==> src/sv/sexpr_byte_tokenizer_assert.svh <==
// Assertion helpers shared by the tokenizer modules.
`ifndef SEXPR_BYTE_TOKENIZER_ASSERT_SVH
`define SEXPR_BYTE_TOKENIZER_ASSERT_SVH

// Consequent must hold in the same cycle as the antecedent.
`define SXT_ASSERT_NOW(lbl, clk, rst_n, ante, cons, msg) \
	lbl: assert property (@(posedge clk) disable iff (!(rst_n)) (ante) |-> (cons)) \
		else $error(msg);

// Consequent must hold in the cycle after the antecedent.
`define SXT_ASSERT_NEXT(lbl, clk, rst_n, ante, cons, msg) \
	lbl: assert property (@(posedge clk) disable iff (!(rst_n)) (ante) |=> (cons)) \
		else $error(msg);

`endif

==> src/sv/sxt_pkg.sv <==
package sxt_pkg;

	localparam int CFG_IDX_W  = 3;
	localparam int CFG_DATA_W = 48;

	typedef enum logic [CFG_IDX_W-1:0] {
		CFG_BRACKETS   = 3'd0,
		CFG_STRING_DLM = 3'd1,
		CFG_CHAR_DLM   = 3'd2,
		CFG_ESCAPE     = 3'd3,
		CFG_COMMENT    = 3'd4
	} cfg_idx_t;

	localparam logic [47:0] RST_BRACKETS   = 48'h7D7B5D5B2928;
	localparam logic [7:0]  RST_STRING_DLM = 8'h22;
	localparam logic [7:0]  RST_CHAR_DLM   = 8'h27;
	localparam logic [7:0]  RST_ESCAPE     = 8'h5C;
	localparam logic [7:0]  RST_COMMENT    = 8'h3B;
	localparam logic [7:0]  NEWLINE        = 8'h0A;

	typedef enum logic [2:0] {
		MODE_IDLE    = 3'd0,
		MODE_ATOM    = 3'd1,
		MODE_LITERAL = 3'd2,
		MODE_COMMENT = 3'd3,
		MODE_DEAD    = 3'd4
	} mode_t;

	localparam logic [2:0] KIND_BRACKET = 3'd0;
	localparam logic [2:0] KIND_ATOM    = 3'd1;
	localparam logic [2:0] KIND_STRING  = 3'd2;
	localparam logic [2:0] KIND_CHAR    = 3'd3;
	localparam logic [2:0] KIND_UNTERM  = 3'd4;
	localparam logic [2:0] KIND_STRAY   = 3'd5;

	function automatic logic is_space(input logic [7:0] b);
		return (b == 8'h20) || (b >= 8'h09 && b <= 8'h0D);
	endfunction

endpackage

==> src/sv/sxt_ifs.sv <==
interface sxt_byte_if;
	logic       valid;
	logic       ready;
	logic [7:0] text_byte;
	logic       end_of_text;

	modport source (output valid, output text_byte, output end_of_text, input ready);
	modport sink (input valid, input text_byte, input end_of_text, output ready);
endinterface

interface sxt_token_if #(
	parameter int POS_BITS  = 32,
	parameter int LINE_BITS = 24,
	parameter int COL_BITS  = 16
);
	logic                 valid;
	logic                 ready;
	logic [2:0]           token_kind;
	logic [2:0]           bracket_code;
	logic [POS_BITS-1:0]  start_offset;
	logic [POS_BITS-1:0]  end_offset;
	logic [LINE_BITS-1:0] start_line;
	logic [COL_BITS-1:0]  start_column;
	logic                 last_of_run;

	modport source (output valid, output token_kind, output bracket_code,
		output start_offset, output end_offset, output start_line,
		output start_column, output last_of_run, input ready);
	modport sink (input valid, input token_kind, input bracket_code,
		input start_offset, input end_offset, input start_line,
		input start_column, input last_of_run, output ready);
endinterface

interface sxt_cfg_if;
	logic                             valid;
	logic                             ready;
	logic [sxt_pkg::CFG_IDX_W-1:0]    index;
	logic [sxt_pkg::CFG_DATA_W-1:0]   data;

	modport source (output valid, output index, output data, input ready);
	modport sink (input valid, input index, input data, output ready);
endinterface

==> src/sv/sexpr_byte_tokenizer.sv <==
// S-expression byte tokenizer.
// byte_in carries one source byte per transaction, with end_of_text set on
// the last byte of a text; the next byte starts a new text at offset 0,
// line 1, column 1. tok_out carries one token span per transaction, and
// last_of_run marks the final token caused by a given byte. cfg writes the
// bracket set, the two literal delimiters, the escape byte and the comment
// byte; write it only while no text is in flight.
// A byte is taken into an input register and resolved from there once the
// result queue has room for its tokens, which are written into that queue
// and offered on tok_out from its head. One byte per cycle is sustained
// while the queue has room; a byte that closes an atom and is itself a
// one-byte token yields two tokens, and the single output port drains them
// at one per cycle. A four-entry result queue sits between the resolve logic
// and tok_out: byte_in keeps flowing while tok_out is stalled until the queue
// lacks room for two tokens, then ready drops until tok_out drains.
// Reset restores the default delimiter set and clears all positions and the
// result queue; no tokens are lost or repeated across stalls.
module sexpr_byte_tokenizer #(
	parameter int POS_BITS  = 32,
	parameter int LINE_BITS = 24,
	parameter int COL_BITS  = 16
) (
	input  logic       clk,
	input  logic       arst_n,
	sxt_byte_if.sink   byte_in,
	sxt_token_if.source tok_out,
	sxt_cfg_if.sink    cfg
);
	import sxt_pkg::*;

	localparam int RES_W = 7 + 2 * POS_BITS + LINE_BITS + COL_BITS;
	localparam int COL_LO  = 1;
	localparam int LINE_LO = COL_LO + COL_BITS;
	localparam int END_LO  = LINE_LO + LINE_BITS;
	localparam int STA_LO  = END_LO + POS_BITS;
	localparam int CODE_LO = STA_LO + POS_BITS;
	localparam int KIND_LO = CODE_LO + 3;

	logic             valid_s1;
	logic [7:0]       text_byte_s1;
	logic             eot_s1;
	logic             fire;
	logic             room;
	logic [1:0]       push_n;
	logic [RES_W-1:0] res0, res1, head;

	assign fire          = valid_s1 && room;
	assign byte_in.ready = !valid_s1 || fire;

	always_ff @(posedge clk or negedge arst_n) begin
		if (!arst_n) begin
			valid_s1 <= 1'b0;
		end else if (byte_in.valid && byte_in.ready) begin
			valid_s1 <= 1'b1;
		end else if (fire) begin
			valid_s1 <= 1'b0;
		end
	end

	always_ff @(posedge clk) begin
		if (byte_in.valid && byte_in.ready) begin
			text_byte_s1 <= byte_in.text_byte;
			eot_s1       <= byte_in.end_of_text;
		end
	end

	sxt_core #(
		.POS_BITS (POS_BITS),
		.LINE_BITS(LINE_BITS),
		.COL_BITS (COL_BITS)
	) u_core (
		.clk        (clk),
		.arst_n     (arst_n),
		.cfg        (cfg),
		.fire       (fire),
		.text_byte  (text_byte_s1),
		.end_of_text(eot_s1),
		.push_n     (push_n),
		.res0       (res0),
		.res1       (res1)
	);

	sxt_fifo #(
		.W(RES_W)
	) u_fifo (
		.clk      (clk),
		.arst_n   (arst_n),
		.push_n   (push_n),
		.din0     (res0),
		.din1     (res1),
		.room     (room),
		.out_valid(tok_out.valid),
		.out_ready(tok_out.ready),
		.dout     (head)
	);

	assign tok_out.token_kind   = head[KIND_LO +: 3];
	assign tok_out.bracket_code = head[CODE_LO +: 3];
	assign tok_out.start_offset = head[STA_LO +: POS_BITS];
	assign tok_out.end_offset   = head[END_LO +: POS_BITS];
	assign tok_out.start_line   = head[LINE_LO +: LINE_BITS];
	assign tok_out.start_column = head[COL_LO +: COL_BITS];
	assign tok_out.last_of_run  = head[0];

endmodule

==> src/sv/sxt_core.sv <==
`include "sexpr_byte_tokenizer_assert.svh"

module sxt_core #(
	parameter int POS_BITS  = 32,
	parameter int LINE_BITS = 24,
	parameter int COL_BITS  = 16,
	localparam int RES_W    = 7 + 2 * POS_BITS + LINE_BITS + COL_BITS
) (
	input  logic             clk,
	input  logic             arst_n,
	sxt_cfg_if.sink          cfg,
	input  logic             fire,
	input  logic [7:0]       text_byte,
	input  logic             end_of_text,
	output logic [1:0]       push_n,
	output logic [RES_W-1:0] res0,
	output logic [RES_W-1:0] res1
);
	import sxt_pkg::*;

	typedef struct packed {
		logic [2:0]           kind;
		logic [2:0]           code;
		logic [POS_BITS-1:0]  s;
		logic [POS_BITS-1:0]  e;
		logic [LINE_BITS-1:0] line;
		logic [COL_BITS-1:0]  col;
		logic                 last;
	} res_t;

	logic [47:0] brackets_q;
	logic [7:0]  str_dlm_q, chr_dlm_q, esc_q, cmt_q;

	mode_t                mode_q, mode_d;
	logic                 lit_char_q, lit_char_d;
	logic                 pesc_q, pesc_d;
	logic [POS_BITS-1:0]  pos_q, pos_d, tpos_q, tpos_d;
	logic [LINE_BITS-1:0] line_q, line_d, tline_q, tline_d;
	logic [COL_BITS-1:0]  col_q, col_d, tcol_q, tcol_d;

	logic [POS_BITS-1:0] end_w;
	logic                br_hit;
	logic [2:0]          br_idx;
	logic                c_space, c_br, c_atom, c_lit, c_cmt, c_stray;
	logic                lit_close;
	logic                st_emit;
	res_t                st, r0, r1;
	logic [1:0]          n_w;

	assign cfg.ready = 1'b1;

	always_ff @(posedge clk or negedge arst_n) begin
		if (!arst_n) begin
			brackets_q <= RST_BRACKETS;
			str_dlm_q  <= RST_STRING_DLM;
			chr_dlm_q  <= RST_CHAR_DLM;
			esc_q      <= RST_ESCAPE;
			cmt_q      <= RST_COMMENT;
		end else if (cfg.valid) begin
			case (cfg.index)
				CFG_BRACKETS:   brackets_q <= cfg.data;
				CFG_STRING_DLM: str_dlm_q  <= cfg.data[7:0];
				CFG_CHAR_DLM:   chr_dlm_q  <= cfg.data[7:0];
				CFG_ESCAPE:     esc_q      <= cfg.data[7:0];
				CFG_COMMENT:    cmt_q      <= cfg.data[7:0];
				default: ;
			endcase
		end
	end

	assign end_w = (pos_q == '1) ? pos_q : pos_q + POS_BITS'(1);

	// Descending scan so the lowest matching bracket slot wins.
	always_comb begin
		br_hit = 1'b0;
		br_idx = 3'd0;
		for (int k = 5; k >= 0; k--) begin
			if (brackets_q[8*k +: 8] == text_byte) begin
				br_hit = 1'b1;
				br_idx = 3'(k);
			end
		end
	end

	always_comb begin
		c_space = is_space(text_byte);
		c_br    = !c_space && br_hit;
		c_atom  = !c_space && !br_hit && text_byte != str_dlm_q && text_byte != chr_dlm_q
			&& text_byte != esc_q && text_byte != cmt_q;
		c_lit   = !c_space && !br_hit && (text_byte == str_dlm_q || text_byte == chr_dlm_q);
		c_cmt   = !c_space && !br_hit && !c_lit && text_byte == cmt_q;
		c_stray = !c_space && !br_hit && !c_atom && !c_lit && !c_cmt;
		lit_close = !pesc_q && text_byte == (lit_char_q ? chr_dlm_q : str_dlm_q);
	end

	// Token that a byte arriving between tokens produces on its own.
	always_comb begin
		st      = '0;
		st.s    = pos_q;
		st.e    = end_w;
		st.line = line_q;
		st.col  = col_q;
		st.last = 1'b1;
		st_emit = 1'b0;
		if (c_br) begin
			st_emit = 1'b1;
			st.kind = KIND_BRACKET;
			st.code = br_idx;
		end else if (c_atom && end_of_text) begin
			st_emit = 1'b1;
			st.kind = KIND_ATOM;
		end else if (c_lit && end_of_text) begin
			st_emit = 1'b1;
			st.kind = KIND_UNTERM;
		end else if (c_stray) begin
			st_emit = 1'b1;
			st.kind = KIND_STRAY;
		end
	end

	// Result selection.
	always_comb begin
		r0      = '0;
		r0.s    = tpos_q;
		r0.e    = end_w;
		r0.line = tline_q;
		r0.col  = tcol_q;
		r0.last = 1'b1;
		r1      = st;
		n_w     = 2'd0;
		case (mode_q)
			MODE_ATOM: begin
				r0.kind = KIND_ATOM;
				if (c_atom) begin
					if (end_of_text) n_w = 2'd1;
				end else begin
					r0.e    = pos_q;
					r0.last = !st_emit;
					n_w     = st_emit ? 2'd2 : 2'd1;
				end
			end
			MODE_LITERAL: begin
				if (lit_close) begin
					r0.kind = lit_char_q ? KIND_CHAR : KIND_STRING;
					n_w     = 2'd1;
				end else if (end_of_text) begin
					r0.kind = KIND_UNTERM;
					n_w     = 2'd1;
				end
			end
			MODE_COMMENT: n_w = 2'd0;
			MODE_DEAD:    n_w = 2'd0;
			default: begin
				r0  = st;
				n_w = st_emit ? 2'd1 : 2'd0;
			end
		endcase
	end

	assign push_n = fire ? n_w : 2'd0;
	assign res0   = r0;
	assign res1   = r1;

	// Next-state logic.
	always_comb begin
		mode_d     = mode_q;
		lit_char_d = lit_char_q;
		pesc_d     = pesc_q;
		tpos_d     = tpos_q;
		tline_d    = tline_q;
		tcol_d     = tcol_q;
		case (mode_q)
			MODE_LITERAL: begin
				if (lit_close) mode_d = MODE_IDLE;
				pesc_d = (text_byte == esc_q);
			end
			MODE_COMMENT: begin
				if (text_byte == NEWLINE) mode_d = MODE_IDLE;
			end
			MODE_DEAD: mode_d = MODE_DEAD;
			default: begin
				if (mode_q != MODE_ATOM || !c_atom) begin
					if (c_atom && !end_of_text)
						mode_d = MODE_ATOM;
					else if (c_lit && !end_of_text)
						mode_d = MODE_LITERAL;
					else if (c_cmt)
						mode_d = MODE_COMMENT;
					else if (c_stray)
						mode_d = MODE_DEAD;
					else
						mode_d = MODE_IDLE;
					if (c_atom || c_lit) begin
						tpos_d  = pos_q;
						tline_d = line_q;
						tcol_d  = col_q;
					end
					if (c_lit) begin
						lit_char_d = (text_byte != str_dlm_q);
						pesc_d     = (text_byte == esc_q);
					end
				end
			end
		endcase

		if (end_of_text) begin
			mode_d     = MODE_IDLE;
			lit_char_d = 1'b0;
			pesc_d     = 1'b0;
			pos_d      = '0;
			line_d     = LINE_BITS'(1);
			col_d      = COL_BITS'(1);
			tpos_d     = '0;
			tline_d    = LINE_BITS'(1);
			tcol_d     = COL_BITS'(1);
		end else begin
			pos_d = end_w;
			if (text_byte == NEWLINE) begin
				line_d = (line_q == '1) ? line_q : line_q + LINE_BITS'(1);
				col_d  = COL_BITS'(1);
			end else begin
				line_d = line_q;
				col_d  = (col_q == '1) ? col_q : col_q + COL_BITS'(1);
			end
		end
	end

	always_ff @(posedge clk or negedge arst_n) begin
		if (!arst_n) begin
			mode_q     <= MODE_IDLE;
			lit_char_q <= 1'b0;
			pesc_q     <= 1'b0;
			pos_q      <= '0;
			line_q     <= LINE_BITS'(1);
			col_q      <= COL_BITS'(1);
			tpos_q     <= '0;
			tline_q    <= LINE_BITS'(1);
			tcol_q     <= COL_BITS'(1);
		end else if (fire) begin
			mode_q     <= mode_d;
			lit_char_q <= lit_char_d;
			pesc_q     <= pesc_d;
			pos_q      <= pos_d;
			line_q     <= line_d;
			col_q      <= col_d;
			tpos_q     <= tpos_d;
			tline_q    <= tline_d;
			tcol_q     <= tcol_d;
		end
	end

	`SXT_ASSERT_NOW(a_dead_silent, clk, arst_n, fire && mode_q == MODE_DEAD, push_n == 2'd0,
		"tokenizer emitted a token while discarding text")
	`SXT_ASSERT_NOW(a_pair_from_atom, clk, arst_n, push_n == 2'd2, mode_q == MODE_ATOM,
		"two tokens from one byte outside an atom")
	`SXT_ASSERT_NEXT(a_eot_rewind, clk, arst_n, fire && end_of_text,
		pos_q == '0 && line_q == LINE_BITS'(1) && col_q == COL_BITS'(1) && mode_q == MODE_IDLE,
		"position not rewound after end of text")

endmodule

==> src/sv/sxt_fifo.sv <==
`include "sexpr_byte_tokenizer_assert.svh"

module sxt_fifo #(
	parameter int W = 8
) (
	input  logic         clk,
	input  logic         arst_n,
	input  logic [1:0]   push_n,
	input  logic [W-1:0] din0,
	input  logic [W-1:0] din1,
	output logic         room,
	output logic         out_valid,
	input  logic         out_ready,
	output logic [W-1:0] dout
);
	import sxt_pkg::*;

	localparam int DEPTH = 4;
	localparam int PTR_W = $clog2(DEPTH);

	logic [W-1:0]     mem_q [DEPTH];
	logic [PTR_W-1:0] wr_q, rd_q;
	logic [PTR_W:0]   count_q;
	logic             pop;

	// Room is kept for a full pair so the core never has to split a byte.
	assign room      = count_q <= (PTR_W+1)'(DEPTH - 2);
	assign out_valid = count_q != '0;
	assign pop       = out_valid && out_ready;
	assign dout      = mem_q[rd_q];

	always_ff @(posedge clk) begin
		if (push_n != 2'd0) mem_q[wr_q] <= din0;
		if (push_n == 2'd2) mem_q[wr_q + PTR_W'(1)] <= din1;
	end

	always_ff @(posedge clk or negedge arst_n) begin
		if (!arst_n) begin
			wr_q    <= '0;
			rd_q    <= '0;
			count_q <= '0;
		end else begin
			wr_q    <= wr_q + PTR_W'(push_n);
			if (pop) rd_q <= rd_q + PTR_W'(1);
			count_q <= count_q + (PTR_W+1)'(push_n) - (PTR_W+1)'(pop);
		end
	end

	`SXT_ASSERT_NOW(a_count_range, clk, arst_n, 1'b1, count_q <= (PTR_W+1)'(DEPTH),
		"result queue count out of range")
	`SXT_ASSERT_NOW(a_no_overrun, clk, arst_n, push_n != 2'd0, room,
		"result queue written without room")
	`SXT_ASSERT_NEXT(a_count_track, clk, arst_n, 1'b1,
		count_q == $past(count_q) + (PTR_W+1)'($past(push_n)) - (PTR_W+1)'($past(pop)),
		"result queue count lost track of transactions")

endmodule
==> src/flat_wrapper.sv <==
// flat-port wrapper written by rule: the top's interface ports become plain ports
module sexpr_byte_tokenizer_flat import sxt_pkg::*;
#(
	parameter int POS_BITS  = 32,
	parameter int LINE_BITS = 24,
	parameter int COL_BITS  = 16
)
  (clk, arst_n, byte_in_valid, byte_in_text_byte, byte_in_end_of_text, byte_in_ready, tok_out_valid, tok_out_token_kind, tok_out_bracket_code, tok_out_start_offset, tok_out_end_offset, tok_out_start_line, tok_out_start_column, tok_out_last_of_run, tok_out_ready, cfg_valid, cfg_index, cfg_data, cfg_ready);
  sxt_byte_if byte_in_i ();
  sxt_token_if #(.POS_BITS(POS_BITS), .LINE_BITS(LINE_BITS), .COL_BITS(COL_BITS)) tok_out_i ();
  sxt_cfg_if cfg_i ();
  input  logic clk;
  input  logic arst_n;
  input wire logic [$bits(byte_in_i.valid)-1:0] byte_in_valid;
  input wire logic [$bits(byte_in_i.text_byte)-1:0] byte_in_text_byte;
  input wire logic [$bits(byte_in_i.end_of_text)-1:0] byte_in_end_of_text;
  output wire logic [$bits(byte_in_i.ready)-1:0] byte_in_ready;
  output wire logic [$bits(tok_out_i.valid)-1:0] tok_out_valid;
  output wire logic [$bits(tok_out_i.token_kind)-1:0] tok_out_token_kind;
  output wire logic [$bits(tok_out_i.bracket_code)-1:0] tok_out_bracket_code;
  output wire logic [$bits(tok_out_i.start_offset)-1:0] tok_out_start_offset;
  output wire logic [$bits(tok_out_i.end_offset)-1:0] tok_out_end_offset;
  output wire logic [$bits(tok_out_i.start_line)-1:0] tok_out_start_line;
  output wire logic [$bits(tok_out_i.start_column)-1:0] tok_out_start_column;
  output wire logic [$bits(tok_out_i.last_of_run)-1:0] tok_out_last_of_run;
  input wire logic [$bits(tok_out_i.ready)-1:0] tok_out_ready;
  input wire logic [$bits(cfg_i.valid)-1:0] cfg_valid;
  input wire logic [$bits(cfg_i.index)-1:0] cfg_index;
  input wire logic [$bits(cfg_i.data)-1:0] cfg_data;
  output wire logic [$bits(cfg_i.ready)-1:0] cfg_ready;
  assign byte_in_i.valid = byte_in_valid;
  assign byte_in_i.text_byte = byte_in_text_byte;
  assign byte_in_i.end_of_text = byte_in_end_of_text;
  assign byte_in_ready = byte_in_i.ready;
  assign tok_out_valid = tok_out_i.valid;
  assign tok_out_token_kind = tok_out_i.token_kind;
  assign tok_out_bracket_code = tok_out_i.bracket_code;
  assign tok_out_start_offset = tok_out_i.start_offset;
  assign tok_out_end_offset = tok_out_i.end_offset;
  assign tok_out_start_line = tok_out_i.start_line;
  assign tok_out_start_column = tok_out_i.start_column;
  assign tok_out_last_of_run = tok_out_i.last_of_run;
  assign tok_out_i.ready = tok_out_ready;
  assign cfg_i.valid = cfg_valid;
  assign cfg_i.index = cfg_index;
  assign cfg_i.data = cfg_data;
  assign cfg_ready = cfg_i.ready;
  sexpr_byte_tokenizer #(.POS_BITS(POS_BITS), .LINE_BITS(LINE_BITS), .COL_BITS(COL_BITS)) u_core (.clk(clk), .arst_n(arst_n), .byte_in(byte_in_i), .tok_out(tok_out_i), .cfg(cfg_i));
endmodule
==> config.mk <==
export PLATFORM = sky130hd
export DESIGN_NAME = sexpr_byte_tokenizer_flat
export DESIGN_NICKNAME = d
export VERILOG_FILES = /design/src/sv/sxt_pkg.sv /design/src/sv/sxt_ifs.sv /design/src/sv/sexpr_byte_tokenizer.sv /design/src/sv/sxt_core.sv /design/src/sv/sxt_fifo.sv /design/src/flat_wrapper.sv
export VERILOG_INCLUDE_DIRS = /design/src /design/src/sv
export SDC_FILE = /design/constraint.sdc
export NUM_CORES = 1
export LEC_CHECK = 0
export ABC_CLOCK_PERIOD_IN_PS = 11900
export BUFFER_PORTS_ARGS = -buffer_cell sky130_fd_sc_hd__buf_2
export CAP_MARGIN = 20
export CORE_MARGIN = 10
export CORE_UTILIZATION = 50
export CTS_CLUSTER_DIAMETER = 150
export DETAILED_ROUTE_END_ITERATION = 8
export GPL_ROUTABILITY_DRIVEN = 0
export PLACE_DENSITY = 0.74
export SYNTH_ARGS = -nofsm -noshare
export SYNTH_HDL_FRONTEND = slang
export SYNTH_SLANG_ARGS = --single-unit
==> constraint.sdc <==
create_clock -name clk -period 11.9 [get_ports clk]
set_input_delay 2.38 -clock clk [delete_from_list [all_inputs] [get_ports clk]]
set_output_delay 2.38 -clock clk [all_outputs]
set_load 0.01 [all_outputs]
# [Yosys cells after proc, flatten, opt, wreduce, memory -nomap -nowiden]
# Memories as Yosys holds them, arrays and structs flattened.
# Cells that the tools add are included.
[classes] n_eq_ne=36 reduce_logical=60 multipliers=0 n_bitwise=0 n_addsub=8 shift=0 mux=82 div=0 order_cmp=3
[ops] operator="$mux 32" n=8
[ops] operator="$mux 24" n=7
[ops] operator="$mux 16" n=7
[ops] operator="$eq 8x8->1" n=11
[ops] operator="$mux 3" n=21
[ops] operator="$mux 40" n=1
[ops] operator="$mux 35" n=1
[ops] operator="$add 32x1->32 const B" n=1
[ops] operator="$eq 32x32->1 const B" n=1
[ops] operator="$ne 8x8->1" n=4
[ops] operator="$mux 1" n=28
[ops] operator="$add 24x1->24 const B" n=1
[ops] operator="$eq 24x24->1 const B" n=1
[ops] operator="$logic_and 1x1->1" n=21
[ops] operator="$pmux 3 s3" n=2
[ops] operator="$add 16x1->16 const B" n=1
[ops] operator="$eq 16x16->1 const B" n=1
[ops] operator="$reduce_and 4->1" n=4
[ops] operator="$eq 3x2->1 const B" n=4
[ops] operator="$reduce_and 2->1" n=6
[ops] operator="$reduce_bool 2->1" n=6
[ops] operator="$logic_not 1->1" n=9
[ops] operator="$ne 3x2->1 const B" n=3
[ops] operator="$reduce_bool 3->1" n=3
[ops] operator="other kinds (25)" n=37
[word_totals] output_inout_bits=114 rom_bits=0 reg_bits=246 latchBits=0 mem_count=1 inputBits=65 word_cells=210 ram_bits=444
[mem_list] name="u_core.u_fifo.mem_q" depth=4 word_bits=111 read_ports=1 rd_ports_with_merged_regs=0 wr=2 line_no="sxt_fifo.sv:21" source="logic [W-1:0] mem_q [DEPTH];"

# [Depth between registers and ports, before layout]
# Gate-level depths: netlist of run 1.
[logic_depth] word_depth=28 ltp_mapped=15 ltp_nobuf=13

# [Cells and area by module]
# From an unflattened synthesis of run 1, not the netlist that was laid out.
[unflattened] hier_cells=2369 area_unflattened_um2=35177.5
[by_module_without_submodules] mod="sxt_fifo" n_inst=1 seq_area_each_um2=13508.0 area_each_um2=21844.7 cells_per_inst=1113
[by_module_without_submodules] mod="sxt_core" n_inst=1 seq_area_each_um2=5788.1 area_each_um2=13002.5 cells_per_inst=1242
[by_module_without_submodules] mod="sexpr_byte_tokenizer" n_inst=1 seq_area_each_um2=295.3 area_each_um2=330.3 cells_per_inst=14

# [Least setup slack after synthesis of run 1]
# OpenSTA, ideal clock, no wires.
[synth_timing] path_type="reg-to-reg" startpoint="register u_core.text_byte_s1[1]" endpoint="memory u_core.u_fifo.mem_q[0][100] (netlist bit), enable pin" t_arrival_ns=4.765 stages_incl_launch_ff=14 required_time_ns=11.437 setup_slack_ns=6.672 cell_sequence="edfxtp_1 > buf_6 > buf_6 > xor2_1 > nor4_2 > nand2_1 > and3_1 > o41a_1 > o22ai_1 > a22o_1 > buf_6 > a21oi_2 > buf_2 > inv_1"
[synth_lines] item="from (decl)" line_no="sexpr_byte_tokenizer.sv:40" source="logic [7:0] text_byte_s1;"
[synth_lines] item="from (signal assigned)" line_no="sexpr_byte_tokenizer.sv:62" source="text_byte_s1 <= byte_in.text_byte;"
[synth_lines] item="to (decl)" line_no="sxt_fifo.sv:21"

# [Worst setup path after layout of run 1]
[layout_timing] startpoint="register u_core.u_fifo.rd_q[0]" endpoint="output tok_out_token_kind[1]"
[layout_between] elab_chain_cells=1
[layout_rtl] item="from (decl)" line_no="sxt_fifo.sv:22" source="logic [PTR_W-1:0] wr_q, rd_q;"
[layout_rtl] item="from (signal assigned)" line_no="sxt_fifo.sv:44" source="if (pop) rd_q <= rd_q + PTR_W'(1);"
[layout_rtl] item="$mem_v2 4x111"
[layout_rtl] item="to (decl)" line_no="flat_wrapper.sv:19" source="output wire logic [$bits(tok_out_i.token_kind)-1:0] tok_out_token_kind;"
# No other way between the ends.

==> results.toml, run 1 <==
[synth]
async_flop_share = 0.3435
yosysWarnings = 0
netlist_instances = 2673
synth.area.top_cells = "edfxtp_1 (39%), dfrtp_1 (14%), a22o_1 (7.5%), mux4_2 (7.3%), mux2_2 (5.1%)"
ys_ff_latch = 690
synth-main-ff-cell = "edfxtp_1"
synth_cell_type_count = 72
syn_area_um2 = 34060
synth_edf_count = 445
ys_seq_area_frac = 0.5728
synth_top_cell_area_share = 0.3923
synth.avg_cell_area_um2 = 12.74
syn-num-nets = 2746
synth_top_area_cell = "edfxtp_1"

[floorplanning]
die_w_um = 281
die_y_um = 281
core_um2 = 67400
dieArea_um2 = 78960
io_pins = 179
initial_core_util = 0.5054
num_rows = 95

[power_and_ir_drop]
p_comb_frac = 0.316
vdd_drop_max_v = 0.0001543
switchingPower_mw = 2.925
intPower_mw = 5.370
p_clk_frac = 0.274
p_leak_nw = 14.03
swShare = 0.3527
p_per_area_nw_per_um2 = 218.5
seq_power_share = 0.411

[routing]
drc = 0
ant_nets = 0
via_per_inst = 6.601
drt-pass1-iter-count = 9
drt-total-wl_um = 95930
wl_per_cell_um = 26.15
drt_iter0_markers = 3371
num_vias = 24214

[clock_network]
htree_levels = 3
postCtsSetupRepairBufs = 0
cts_tree = "yes"
cts.sinks = 690
clk_latency_ps = 630
cts_resized = 0
cts_root_buf = "clkbuf_16"
ctsHoldBuffers = 0
clockBufferDepth = 3
clkTransAtPathRegs_ps = 60
cts_buffers = 75

[final_layout]
n_antenna_cell = 0
postLayoutCoreUtil = 0.5632
layout_commonest_cell = "edfxtp_1"
nNetsFinal = 2806
final_cell_mix = "edfxtp_1 (445), a22o_1 (290), nand2_1 (274), dfrtp_1 (189), buf_2 (176)"
drive_gt1_frac = 0.2458
syn_to_final_growth_pct = 11.45

[global_routing]
grt-busiest-layer = "met2"
grt_pass1_wl_um = 146200
grtUsageMet2 = 0.3954
grt_max_degree = 109
grt_antenna_before_repair = 1
use_met1 = 0.3007
grt_usage = 0.2399
grt_pass1_vias = 24564
grt_overflow_total = 0
grtUsageMet3 = 0.05482

[sta]
layout_min_cycle_time_ps = 5790
max_clock_freq_mhz = 172.7
final_hold_viol_count = 0
finalSetupTns_ps = 0
whs_ps = 462.5
worst_slack_ps = 6110
worst_slew_pin_slew_ps = 1228
drv_slew = 0
slew_headroom = 0.1781
rsz0062_at_grt = "false"
fin_worst_skew_ps = 25.06
setup_viol_count_final = 0
min_period_over_period = 0.4865

[placed_design]
dp_hpwl_um = 56750
pre_cts_ws_ps = 6076
port_buffers = 177

[critical_path]
critical_path_class = "register to output pin"
path_max_fanout = 47
critical_path.startpoint_type = "register"
cp.required_ps = 9520
worst_path_max_delay_cell = "dfrtp_4"
crit_arrival_ps = 3410
critPathMaxStageDelay_ps = 950
endpoint_kind = "output pin"
cp_cell_sequence = "buf_4 -> mux4_2 -> buf_2"

[run_status]
outcome = "finished, final reports clean"

[hold_path]
hp-class = "register to register"

[job]
cap_viol_max_count = 0
path summary, 6_finish.rpt:
path / start / end / slack (ps) / cells after the start
max in group asynchronous: arst_n / u_core.u_core.tpos_q[16]$_DFFE_PN0P_ / 8560 / 2
hold reg to reg: u_core.u_fifo.mem_q[2][109]$_SDFFE_PP0N_ / u_core.u_fifo.mem_q[2][109]$_SDFFE_PP0N_ / 460 / 2
hold / removal: u_core.u_fifo.mem_q[2][109]$_SDFFE_PP0N_ / u_core.u_fifo.mem_q[2][109]$_SDFFE_PP0N_ / 460 / 2
setup reg to reg: u_core.text_byte_s1[2]$_DFFE_PP_ / u_core.u_fifo.mem_q[0][89]$_DFFE_PP_ / 6380 / 11
setup / recovery: u_core.u_fifo.rd_q[0]$_DFFE_PN0P_ / tok_out_token_kind[1] / 6110 / 3
min in group asynchronous: arst_n / u_core.u_core.brackets_q[1]$_DFFE_PN0P_ / 1850 / 1
cell usage after synthesis, drive strengths merged, types with 12 or more instances:
cell / count
a31oi: 26
nand4: 20
a22o: 290
dfrtp: 191
nor3: 29
mux2: 153
buf: 89
nand2b: 12
nand2: 276
nor2: 122
a21oi: 52
nand3: 45
inv: 32
and3: 14
clkbuf: 156
o21ai: 119
and2: 21
nor2b: 78
edfxtp: 445
mux4: 111
xnor2: 25
or3: 24
nor4: 33
dfstp: 46
xor2: 93
o22ai: 54
a221oi: 12
worst max-delay path, delay by kind of cell (launching register included):
kind,cells,cell delay (ps)
muxes,1,690
DFF,1,950
buffers and inverters,2,1110
through the flow:
stage | instances | instance area, um2 | power [mW]
2_1_floorplan | 2673 | 34060 | 4.998
5_1_grt | 3668 | 37960 | 8.619
3_3_place_gp | 3521 | 35400 | 5.964
6_report | 3668 | 37960 | 8.295
4_1_cts | 3663 | 37830 | 8.302
3_5_place_dp | 3524 | 35450 | 6.052
cells by family after synthesis:
kind of cell | after synthesis | share of synthesized area
flip-flops | 690 | 0.5728
AO/OA/AOI/OAI | 612 | 0.1339
multiplexers | 272 | 0.1263
XOR/XNOR | 118 | 0.03034
buffers and inverters | 278 | 0.03593
other | 1 | 0.0001101
AND/OR/NAND/NOR | 694 | 0.09735
adder cells (fa/ha/maj) | 8 | 0.003159
cell type report:
type / instances / area, um2
Tap cell: 873 / 1092
Inverter: 33 / 133.9
Timing Repair Buffer: 228 / 1394
Clock buffer: 107 / 2100
Clock inverter: 32 / 281.5
Multi-Input combinational cell: 1705 / 13440
Fill cell: 5344 / 29440
Sequential cell: 690 / 19520
routing by layer:
| layer | share of wire | vias to the layer above |
|---|---|---|
| li1 | - | 10265 |
| met1 | 0.37 | 12114 |
| met2 | 0.48 | 1548 |
| met3 | 0.11 | 287 |
| met4 | 0.041 | 0 |
| met5 | 0 | - |
power groups by stage:
stage                     combinational, mW  clock, mW  sequential [mW]
after detailed placement               2.60          0             3.45
final                                  2.62       2.27             3.41
after floorplan                        1.75          0             3.25
after CTS                              2.60       2.29             3.41
after global placement                 2.55          0             3.42
after global routing                   2.78       2.39             3.45
state kept, by name (all words and copies together), names as in the netlist, 2 cells and up:
register / count
u_core.text_byte_s1: 8
u_core.u_core.brackets_q: 48
u_core.u_core.chr_dlm_q: 8
u_core.u_core.cmt_q: 8
u_core.u_core.col_q: 16
u_core.u_core.esc_q: 8
u_core.u_core.line_q: 24
u_core.u_core.mode_q: 3
u_core.u_core.pos_q: 32
u_core.u_core.str_dlm_q: 8
u_core.u_core.tcol_q: 16
u_core.u_core.tline_q: 24
u_core.u_core.tpos_q: 32
u_core.u_fifo.count_q: 3
u_core.u_fifo.mem_q: 444
u_core.u_fifo.rd_q: 2
u_core.u_fifo.wr_q: 2
Note: power is estimated with default switching activity, not from simulation.
==> run 2: changes to the inputs <==
--- a/config.mk
+++ b/config.mk
@@ -6,7 +6,7 @@
 export SDC_FILE = /design/constraint.sdc
 export NUM_CORES = 1
 export LEC_CHECK = 0
-export ABC_CLOCK_PERIOD_IN_PS = 11900
+export ABC_CLOCK_PERIOD_IN_PS = 5000
 export BUFFER_PORTS_ARGS = -buffer_cell sky130_fd_sc_hd__buf_2
 export CAP_MARGIN = 20
 export CORE_MARGIN = 10
@@ -14,7 +14,7 @@
 export CTS_CLUSTER_DIAMETER = 150
 export DETAILED_ROUTE_END_ITERATION = 8
 export GPL_ROUTABILITY_DRIVEN = 0
-export PLACE_DENSITY = 0.74
+export PLACE_DENSITY = 0.77
 export SYNTH_ARGS = -nofsm -noshare
 export SYNTH_HDL_FRONTEND = slang
 export SYNTH_SLANG_ARGS = --single-unit
==> constraint.sdc (replaced) <==
create_clock -name clk -period 5 [get_ports clk]
set_input_delay 1 -clock clk [delete_from_list [all_inputs] [get_ports clk]]
set_output_delay 1 -clock clk [all_outputs]
set_load 0.01 [all_outputs]
==> results.toml, run 2 (synthesis gave the netlist of run 1 again) <==
[hold_path]
hp-class = "input port to async pin"

[floorplanning]
initial_core_util = 0.5054
io_pins = 179
dieArea_um2 = 78960
core_um2 = 67400
num_rows = 95
die_y_um = 281
die_w_um = 281

[sta]
worst_slack_ps = 484.6
max_clock_freq_mhz = 221.5
layout_min_cycle_time_ps = 4515
drv_slew = 0
rsz0062_at_grt = "false"
fin_worst_skew_ps = 29.95
setup_viol_count_final = 0
final_hold_viol_count = 0
worst_slew_pin_slew_ps = 1177
whs_ps = 331.2
finalSetupTns_ps = 0
slew_headroom = 0.2156
min_period_over_period = 0.9031

[placed_design]
pre_cts_ws_ps = 606.1
placedInstanceArea_um2 = 35750
port_buffers = 177
dp_hpwl_um = 57660

[global_routing]
grt_usage = 0.2378
grt_max_degree = 95
grt_pass1_vias = 24582
grt_antenna_before_repair = 0
grt_overflow_total = 0
grt_pass1_wl_um = 144800

[clock_network]
cts_tree = "yes"
clkTransAtPathRegs_ps = 60
ctsHoldBuffers = 0
clockBufferDepth = 3
cts_root_buf = "clkbuf_16"
clk_latency_ps = 620
cts_resized = 0
htree_levels = 3
cts.sinks = 690
postCtsSetupRepairBufs = 0
cts_buffers = 71

[routing]
via_per_inst = 6.581
wl_per_cell_um = 25.95
drt-pass1-iter-count = 6
drt-total-wl_um = 95420
drc = 0
drt_iter0_markers = 3050
num_vias = 24198
ant_nets = 0

[job]
cap_viol_max_count = 0

[power_and_ir_drop]
p_comb_frac = 0.325
intPower_mw = 12.79
swShare = 0.3528
vdd_drop_max_v = 0.0003447
seq_power_share = 0.409
p_per_area_nw_per_um2 = 519.4
p_clk_frac = 0.265
p_leak_nw = 14.06
switchingPower_mw = 6.973

[final_layout]
nNetsFinal = 2821
largest_reg_flops = 444
syn_to_final_growth_pct = 11.71
regMostFlops = "u_core.u_fifo.mem_q"
drive_gt1_frac = 0.2500
n_antenna_cell = 0
final_cell_mix = "edfxtp_1 (445), a22o_1 (290), nand2_1 (274), dfrtp_1 (189), buf_2 (177)"
layout_commonest_cell = "edfxtp_1"
stdcell_area_um2 = 38050
top_regs = "u_core.u_fifo.mem_q: 444 flops, u_core.u_core.brackets_q: 48 flops"

[critical_path]
r2r_cells = 10
rr_endpoint = "u_core.u_fifo.mem_q[3][92]$_DFFE_PP_"
crit_arrival_ps = 4810
ff2ff_setup_slack_ps = 480
cp.required_ps = 5300
critical_path.startpoint_type = "register"
endpoint_kind = "register"
path_max_fanout = 14
regToRegStartpoint = "u_core.text_byte_s1[1]$_DFFE_PP_"
critical_path_class = "register to register"

[run_status]
outcome = "finished, final reports clean"
-- run 2: worst max-delay path by stage --
stage | startpoint | end | depth (start not counted)
after floorplan | u_core.text_byte_s1[4]$_DFFE_PP_ | u_core.u_fifo.mem_q[1][100]$_DFFE_PP_ | 10
after global placement | u_core.text_byte_s1[5]$_DFFE_PP_ | u_core.u_fifo.mem_q[1][102]$_DFFE_PP_ | 10
after detailed placement | u_core.text_byte_s1[1]$_DFFE_PP_ | u_core.u_fifo.mem_q[2][89]$_DFFE_PP_ | 10
after CTS | u_core.text_byte_s1[1]$_DFFE_PP_ | u_core.u_fifo.mem_q[2][89]$_DFFE_PP_ | 10
after global routing | u_core.text_byte_s1[0]$_DFFE_PP_ | u_core.u_fifo.mem_q[1][95]$_DFFE_PP_ | 10
final | u_core.text_byte_s1[1]$_DFFE_PP_ | u_core.u_fifo.mem_q[3][92]$_DFFE_PP_ | 10
-- run 2: layout make-up --
cell class                 instances  area (um2)
clock buffer                     104        2023
tap                              873        1092
clock inverter                    25       272.8
fill                            5177       29350
inverter                          33       137.6
multi-input combinational       1705       13440
timing repair buffer             247        1569
sequential                       690       19520
-- run 2: power by group through the flow --
stage | logic [mW] | registers, mW | clock network, mW
6_report | 6.43 | 8.09 | 5.24
5_1_grt | 6.78 | 8.19 | 5.51
4_1_cts | 6.43 | 8.07 | 5.29
3_5_place_dp | 6.40 | 8.18 | 0
3_3_place_gp | 6.29 | 8.10 | 0
2_1_floorplan | 4.17 | 7.71 | 0
-- run 2: metrics by stage --
step	total power, mW	instances	util
floorplan	11.88	2673	-
global placement	14.38	3546	0.5301
finish	19.76	3677	0.5646
detailed placement	14.58	3548	0.5305
global route	20.48	3677	0.5646
CTS	19.79	3677	0.5646
-- run 2: routing by layer --
layer	routed length (um)	part of all wire	GRT usage
met1	35420	0.37	0.2980
met2	45700	0.48	0.3912
met3	10410	0.11	0.05283
met4	3882	0.041	0.1060
met5	0	0	0
-- run 2: worst max-delay path, stage by stage (launching register included) --
cell	delay, ps
edfxtp_1	780
xor2_1	180
nor4_2	400
nand3_1	200
and2_4	210
a2111oi_4	600
nor2_2	130
a22o_1	300
buf_4	200
a21oi_1	900
o21ai_0	280
